$ cat src/nmcs_pkg.sv
// ----------------------------------------------------------------------------
// nmcs_pkg
// Widths and fixed levels of the nonzero min/max contrast stretch block.
// ----------------------------------------------------------------------------
`timescale 1ns / 1ps

package nmcs_pkg;

  localparam int PIX_W = 8;
  localparam int NUM_W = 2 * PIX_W;
  localparam int CNT_W = $clog2(PIX_W);

  localparam logic [PIX_W-1:0] OUT_MAX    = 8'd255;
  localparam logic [PIX_W-1:0] OUT_ZERO   = 8'd0;
  localparam logic [PIX_W-1:0] LOW_RESET  = 8'd255;
  localparam logic [PIX_W-1:0] HIGH_RESET = 8'd0;

  localparam logic KIND_MEASURE = 1'b0;
  localparam logic KIND_MAP     = 1'b1;

endpackage

$ cat src/nonzero_minmax_contrast_stretch_top.sv
// ----------------------------------------------------------------------------
// nonzero_minmax_contrast_stretch_top
// Two-pass min/max contrast stretch over nonzero 8-bit pixels.
// ----------------------------------------------------------------------------
// Measure pixels: one per cycle while no map pixel is in flight, no result.
// Map pixels: after the input transfer the pixel passes a setup state, 8
//   bit-serial restoring division steps and a done state that loads the
//   result once the output register is free; the division steps are skipped
//   when the pixel is out of range, the range is flat or no statistics exist.
// A new map pixel is only taken after the previous result is loaded.
// Reset (rst_n low, synchronous): statistics to min 255 / max 0 / none seen,
//   pipeline idle, no result pending.
`timescale 1ns / 1ps

module nonzero_minmax_contrast_stretch_top (
  input  logic                      clk,
  input  logic                      rst_n,
  input  logic                      in_valid,
  output logic                      in_ready,
  input  logic                      in_kind,
  input  logic                      in_first,
  input  logic [nmcs_pkg::PIX_W-1:0] in_pixel,
  output logic                      out_valid,
  input  logic                      out_ready,
  output logic [nmcs_pkg::PIX_W-1:0] out_stretched
);

  typedef enum logic [1:0] {
    ST_IDLE,
    ST_SETUP,
    ST_DIV,
    ST_DONE
  } state_t;

  state_t state_r, state_nxt;

  // Statistics of the current image.
  logic [nmcs_pkg::PIX_W-1:0] low_r, low_nxt;
  logic [nmcs_pkg::PIX_W-1:0] high_r, high_nxt;
  logic                       seen_r, seen_nxt;

  // Map pixel held for the setup cycle.
  logic [nmcs_pkg::PIX_W-1:0] pix_r, pix_nxt;

  // Divider: partial remainder, numerator low byte that turns into the
  // quotient one bit per step, divisor and step count.
  logic [nmcs_pkg::PIX_W-1:0] rem_r, rem_nxt;
  logic [nmcs_pkg::PIX_W-1:0] quo_r, quo_nxt;
  logic [nmcs_pkg::PIX_W-1:0] span_r, span_nxt;
  logic [nmcs_pkg::CNT_W-1:0] cnt_r, cnt_nxt;

  logic                       out_valid_r, out_valid_nxt;
  logic [nmcs_pkg::PIX_W-1:0] out_data_r, out_data_nxt;

  logic                       in_xfer;
  logic                       out_free;

  // Measure-path working values.
  logic [nmcs_pkg::PIX_W-1:0] base_low, base_high;
  logic                       base_seen;

  // Setup and division step values.
  logic [nmcs_pkg::PIX_W-1:0] diff;
  logic [nmcs_pkg::NUM_W-1:0] num;
  logic [nmcs_pkg::PIX_W:0]   trial;
  logic [nmcs_pkg::PIX_W:0]   trial_sub;
  logic                       fits;

  assign in_ready      = (state_r == ST_IDLE);
  assign in_xfer       = in_valid && in_ready;
  assign out_valid     = out_valid_r;
  assign out_stretched = out_data_r;
  // The output register can take a new value when empty or being drained.
  assign out_free      = !out_valid_r || out_ready;

  always_comb begin
    // Statistics seen by this measure pixel: cleared when it opens an image.
    base_low  = in_first ? nmcs_pkg::LOW_RESET  : low_r;
    base_high = in_first ? nmcs_pkg::HIGH_RESET : high_r;
    base_seen = in_first ? 1'b0 : seen_r;

    // 255 * (p - min) as (x << 8) - x.
    diff = pix_r - low_r;
    num  = {diff, {nmcs_pkg::PIX_W{1'b0}}} - {{nmcs_pkg::PIX_W{1'b0}}, diff};

    // One restoring step: bring down the next numerator bit.
    trial     = {rem_r, quo_r[nmcs_pkg::PIX_W-1]};
    trial_sub = trial - {1'b0, span_r};
    fits      = (trial >= {1'b0, span_r});

    state_nxt     = state_r;
    low_nxt       = low_r;
    high_nxt      = high_r;
    seen_nxt      = seen_r;
    pix_nxt       = pix_r;
    rem_nxt       = rem_r;
    quo_nxt       = quo_r;
    span_nxt      = span_r;
    cnt_nxt       = cnt_r;
    out_valid_nxt = out_valid_r && !out_ready;
    out_data_nxt  = out_data_r;

    case (state_r)
      ST_IDLE: begin
        if (in_xfer) begin
          if (in_kind == nmcs_pkg::KIND_MEASURE) begin
            low_nxt  = base_low;
            high_nxt = base_high;
            seen_nxt = base_seen;
            // Zero pixels never count.
            if (in_pixel != '0) begin
              if (!base_seen) begin
                low_nxt  = in_pixel;
                high_nxt = in_pixel;
                seen_nxt = 1'b1;
              end else begin
                if (in_pixel < base_low) begin
                  low_nxt = in_pixel;
                end
                if (in_pixel > base_high) begin
                  high_nxt = in_pixel;
                end
              end
            end
          end else begin
            pix_nxt   = in_pixel;
            state_nxt = ST_SETUP;
          end
        end
      end
      ST_SETUP: begin
        span_nxt = high_r - low_r;
        // Numerator high byte is already below the span, so 8 steps suffice.
        rem_nxt  = num[nmcs_pkg::NUM_W-1:nmcs_pkg::PIX_W];
        quo_nxt  = num[nmcs_pkg::PIX_W-1:0];
        cnt_nxt  = '0;
        if (!seen_r || (pix_r < low_r)) begin
          // No statistics or below range: result is zero.
          quo_nxt   = nmcs_pkg::OUT_ZERO;
          state_nxt = ST_DONE;
        end else if (pix_r > high_r) begin
          quo_nxt   = nmcs_pkg::OUT_MAX;
          state_nxt = ST_DONE;
        end else if (high_r == low_r) begin
          // Flat range, pixel on it: result is zero.
          quo_nxt   = nmcs_pkg::OUT_ZERO;
          state_nxt = ST_DONE;
        end else begin
          state_nxt = ST_DIV;
        end
      end
      ST_DIV: begin
        rem_nxt = fits ? trial_sub[nmcs_pkg::PIX_W-1:0] : trial[nmcs_pkg::PIX_W-1:0];
        quo_nxt = {quo_r[nmcs_pkg::PIX_W-2:0], fits};
        cnt_nxt = cnt_r + nmcs_pkg::CNT_W'(1);
        if (cnt_r == {nmcs_pkg::CNT_W{1'b1}}) begin
          state_nxt = ST_DONE;
        end
      end
      ST_DONE: begin
        // Hold the quotient until the output register frees up.
        if (out_free) begin
          out_valid_nxt = 1'b1;
          out_data_nxt  = quo_r;
          state_nxt     = ST_IDLE;
        end
      end
      default: begin
        state_nxt = ST_IDLE;
      end
    endcase
  end

  always_ff @(posedge clk) begin
    if (!rst_n) begin
      state_r     <= ST_IDLE;
      low_r       <= nmcs_pkg::LOW_RESET;
      high_r      <= nmcs_pkg::HIGH_RESET;
      seen_r      <= 1'b0;
      out_valid_r <= 1'b0;
    end else begin
      state_r     <= state_nxt;
      low_r       <= low_nxt;
      high_r      <= high_nxt;
      seen_r      <= seen_nxt;
      out_valid_r <= out_valid_nxt;
    end
    pix_r      <= pix_nxt;
    rem_r      <= rem_nxt;
    quo_r      <= quo_nxt;
    span_r     <= span_nxt;
    cnt_r      <= cnt_nxt;
    out_data_r <= out_data_nxt;
  end

endmodule

$ cat config.mk
export PLATFORM = sky130hd
export DESIGN_NAME = nonzero_minmax_contrast_stretch_top
export DESIGN_NICKNAME = d
export VERILOG_FILES = /design/src/nmcs_pkg.sv /design/src/nonzero_minmax_contrast_stretch_top.sv
export SDC_FILE = /design/constraint.sdc
export NUM_CORES = 1
export LEC_CHECK = 0
export ABC_AREA = 1
export BUFFER_PORTS_ARGS = -buffer_cell sky130_fd_sc_hd__buf_4
export CAP_MARGIN = 10
export CELL_PAD_IN_SITES_DETAIL_PLACEMENT = 0
export CELL_PAD_IN_SITES_GLOBAL_PLACEMENT = 1
export CORE_ASPECT_RATIO = 1.5
export CORE_MARGIN = 2
export CORE_UTILIZATION = 48
export CTS_BUF_LIST = sky130_fd_sc_hd__clkbuf_2
export CTS_CLUSTER_DIAMETER = 30
export DETAILED_ROUTE_END_ITERATION = 10
export PLACE_DENSITY = 0.95
export SLEW_MARGIN = 20
export SYNTH_ARGS = -nofsm -noshare
export SYNTH_HDL_FRONTEND = slang
export SYNTH_SLANG_ARGS = --single-unit
export TNS_END_PERCENT = 30
$ cat constraint.sdc
create_clock -name clk -period 3.06 [get_ports clk]
set_input_delay 0.153 -clock clk [delete_from_list [all_inputs] [get_ports clk]]
set_output_delay 0.153 -clock clk [all_outputs]
set_load 0.02 [all_outputs]
==> impl_metrics.xml <==
<?xml version="1.0" encoding="UTF-8"?>
<metrics>
  <group name="status">
    <metric name="run_status" unit="">completed</metric>
  </group>
  <group name="yosys">
    <metric name="syn-mean-instance-area" unit="µm²">7.64</metric>
    <metric name="yosysTopAreaCellShare" unit="">0.274</metric>
    <metric name="async_flop_share" unit="">0</metric>
    <metric name="syn-instance-count" unit="">617</metric>
    <metric name="yosys_register_bits" unit="">63</metric>
    <metric name="post_synth_main_area_contributors" unit="">edfxtp_1 (27%), ha_1 (14%), nand2_1 (13%)</metric>
    <metric name="unique_cell_type_count_in_the_yosys_netlist" unit="">37</metric>
    <metric name="yosysSeqAreaShare" unit="">0.359</metric>
    <metric name="synthesis.nets" unit="">687</metric>
    <metric name="yosysTopAreaCell" unit="">edfxtp_1</metric>
    <metric name="synth-main-ff-cell" unit="">edfxtp_1</metric>
    <metric name="synth-edff-count" unit="">43</metric>
    <metric name="synth_area" unit="µm²">4720</metric>
    <metric name="synth_warnings" unit="">0</metric>
  </group>
  <group name="layout">
    <metric name="post-route-util" unit="">0.545</metric>
    <metric name="area_delta_synth_final" unit="%">11.4</metric>
    <metric name="final_cell_count_no_fill" unit="">775</metric>
    <metric name="nets" unit="">724</metric>
    <metric name="drive_gt1_frac" unit="">0.0895</metric>
  </group>
  <group name="global_routing">
    <metric name="first_global_vias" unit="">4298</metric>
    <metric name="globalRouteOverflowTotal" unit="">0</metric>
    <metric name="largest_net_degree_at_the_start_of_global_routing" unit="">21</metric>
    <metric name="grt_pass1_wl" unit="mm">19.4</metric>
    <metric name="grt_usage" unit="">0.229</metric>
    <metric name="initial_antenna_violation_count" unit="">1</metric>
  </group>
  <group name="drt">
    <metric name="detail_route.first_pass.iterations" unit="">7</metric>
    <metric name="remaining_drc_errors" unit="">0</metric>
    <metric name="routed_wl" unit="mm">11.7</metric>
    <metric name="antenna_violating_nets_post_route" unit="">0</metric>
    <metric name="detail_route.vias_per_cell" unit="">5.45</metric>
    <metric name="wl_per_cell" unit="µm">15.1</metric>
    <metric name="vias" unit="">4227</metric>
    <metric name="dr.first_iter.drc_count" unit="">208</metric>
  </group>
  <group name="clock_network">
    <metric name="clk_pin_slew_worst_paths" unit="ns">0.21</metric>
    <metric name="cts_made_buffers" unit="">9</metric>
    <metric name="cts_max_level" unit="">3</metric>
    <metric name="cts_root_buf" unit="">clkbuf_2</metric>
    <metric name="tritoncts_clock_tree" unit="">built</metric>
    <metric name="max_root_sink_buffers" unit="">2</metric>
    <metric name="clock_insertion_delay_worst_skew" unit="ns">0.55</metric>
    <metric name="post_cts.repair.setup_buffers" unit="">0</metric>
    <metric name="cts_num_sinks" unit="">63</metric>
  </group>
  <group name="setup_path">
    <metric name="crit_path_cell_trace" unit="">inv_1 -&gt; ha_1 -&gt; nand4_1 -&gt; nor4_1 -&gt; nand2_1 -&gt; inv_1 -&gt; o21ai_0 -&gt; nand2_1 -&gt; o21ai_0</metric>
    <metric name="critical_path.max_stage_delay" unit="ns">0.45</metric>
    <metric name="cp-end-kind" unit="">flop</metric>
    <metric name="cp_startpoint_kind" unit="">flop</metric>
    <metric name="worst-setup-path-type" unit="">reg -&gt; reg</metric>
    <metric name="crit_path_start" unit="">low_r[3]</metric>
    <metric name="worst_path_max_delay_cell" unit="">ha_1</metric>
    <metric name="timing.rr.start" unit="">low_r[3]</metric>
    <metric name="critPathMaxFanout" unit="">6</metric>
    <metric name="cp_data_arrival_time" unit="ns">2.83</metric>
    <metric name="crit_required" unit="ns">3.35</metric>
  </group>
  <group name="sta">
    <metric name="finalSetupViolCount" unit="">0</metric>
    <metric name="setup_ws" unit="ns">0.523</metric>
    <metric name="timing.final.crit_share" unit="">0.829</metric>
    <metric name="report.final.slew_viol_count" unit="">0</metric>
    <metric name="layout_min_cycle_time" unit="ns">2.54</metric>
    <metric name="timing.slew.headroom" unit="">0.425</metric>
    <metric name="worst_slew_pin_slew" unit="ns">0.863</metric>
    <metric name="timing_hold_violations_final" unit="">0</metric>
    <metric name="max_clock_freq" unit="GHz">0.394</metric>
    <metric name="unrepaired_setup_endpoints_after_global_routing" unit="">no</metric>
    <metric name="finalClockSkew" unit="ns">0.0184</metric>
    <metric name="final.setup.tns" unit="ns">0</metric>
  </group>
  <group name="min_path">
    <metric name="min-delay-path-class" unit="">in -&gt; reg</metric>
    <metric name="min-delay-start" unit="">in_kind</metric>
  </group>
  <group name="power_and_ir_drop">
    <metric name="p_total" unit="mW">4.07</metric>
    <metric name="p_leak" unit="nW">2.53</metric>
    <metric name="power.ir.vdd_worst" unit="mV">0.529</metric>
    <metric name="pwr_density_cell" unit="nW/µm²">775</metric>
  </group>
  <group name="placement">
    <metric name="hpwl" unit="mm">9.11</metric>
    <metric name="post-place-ws" unit="ns">0.546</metric>
    <metric name="routabilityCongestion" unit="">0.881</metric>
    <metric name="placedCellCount" unit="">747</metric>
    <metric name="port-buffer-count" unit="">23</metric>
  </group>
  <group name="run">
    <metric name="max-cap-violations" unit="">0</metric>
  </group>
  <group name="die">
    <metric name="design.die.area" unit="µm²">10600</metric>
    <metric name="floorplan.initialDensity" unit="">0.489</metric>
    <metric name="die_height" unit="µm">125</metric>
    <metric name="total_number_of_placement_rows" unit="">44</metric>
    <metric name="core_area" unit="µm²">9630</metric>
    <metric name="die_width" unit="µm">84.9</metric>
    <metric name="num_io_pins" unit="">24</metric>
  </group>
</metrics>
==> layer usage <==
metal	global-route usage	part of all wire	up-vias
li1	-	-	2133
met1	0.230	0.38	1939
met2	0.430	0.53	108
met3	0.0403	0.032	47
met4	0.130	0.056	0
met5	0	0	-
==> what timing repair did <==
item,4_1_cts,5_1_grt
resized for setup,0,0
endpoints found under the hold margin,20,0
hold buffers,11,0
==> sequential cells by signal, indices dropped and copies added, names as in the netlist <==
name and cells:
cnt_r 3, high_r 8, low_r 8, out_stretched 8, out_valid 1, pix_r 8, quo_r 8, rem_r 8
seen_r 1, span_r 8, state_r 2
==> layout make-up <==
class	count	area [µm²]
Tap cell	115	144
Sequential cell	63	1690
Multi-Input combinational cell	446	2600
Clock inverter	7	105
Timing Repair Buffer	35	290
Antenna cell	1	2.50
Clock buffer	9	45.0
Inverter	99	372
Fill cell	906	4380
==> placed cells by master, fill, tap and decap left out, types with 2 or more instances in the layout <==
cell           synthesis  final
clkinv_4               0      2
ha_1                  53     53
nor2_1                34     34
fa_1                   3      3
nand4_1               11     11
nor2_2                 2      2
inv_1                 97     97
nand2_1              162    162
a211oi_1               3      3
dlygate4sd3_1          0     11
nand3_2                2      2
nand3_1               60     60
o21ai_0               22     22
nor3_1                 3      3
inv_2                  2      2
nand2_2                9      9
buf_4                  1     24
xnor2_1                3      3
clkbuf_2               0      9
o21bai_1               3      3
xor2_1                10     10
o211ai_1               6      6
bufinv_16              0      2
edfxtp_1              43     43
o21a_1                 2      2
nand3b_1               2      2
nor4_1                 2      2
a21oi_1               45     45
dfxtp_1               20     20
==> metrics by stage <==
stage / hold slack [ns] / cell area (µm²)
global route: 0.0918 / 5250
global placement: 0.376 / 4990
detailed placement: 0.376 / 4990
CTS: 0.0613 / 5250
floorplan: 0.252 / 4720
finish: 0.0874 / 5250
==> path summary, 6_finish.rpt <==
| path | end | slack [ns] | depth (start not counted) |
|---|---|---|---|
| worst max-delay path | quo_r[0] | 0.52 | 9 |
| worst min-delay path | low_r[2] | 0.09 | 5 |
| worst max register to register | quo_r[0] | 0.52 | 9 |
| worst min register to register | out_stretched[6] | 0.49 | 0 |
==> synth_stat cells, types with 9 or more instances <==
| library cell | count |
|---|---|
| dfxtp_1 | 20 |
| ha_1 | 53 |
| nand3_1 | 60 |
| inv_1 | 97 |
| nor2_1 | 34 |
| nand2_2 | 9 |
| a21oi_1 | 45 |
| o21ai_0 | 22 |
| nand2_1 | 162 |
| edfxtp_1 | 43 |
| nand4_1 | 11 |
| xor2_1 | 10 |
==> report_power, final <==
group	internal (mW)	total, mW	switching (mW)
combinational	0.680	1.98	1.30
sequential	1.30	1.45	0.157
clock	0.281	0.639	0.358
==> cells by family (layout without fill, tap and decap cells) <==
logic type | Yosys count | after routing | synth area share
xor+xnor | 13 | 13 | 0.0241
buf+inv | 108 | 150 | 0.0891
fa+ha+maj | 56 | 56 | 0.153
other cells | 0 | 1 | 0
compound gates | 86 | 86 | 0.102
flops | 63 | 63 | 0.359
simple gates | 291 | 291 | 0.273
==> worst max-delay path: cells and delay by family (launching register included) <==
| kind | cells | cell delay [ns] |
|---|---|---|
| flip-flops | 1 | 0.43 |
| buffers and inverters | 2 | 0.28 |
| AND/OR/NAND/NOR | 4 | 0.89 |
| adder cells (fa/ha/maj) | 1 | 0.45 |
| AO/OA/AOI/OAI | 2 | 0.25 |
Note: power is estimated with default switching activity, not from simulation.
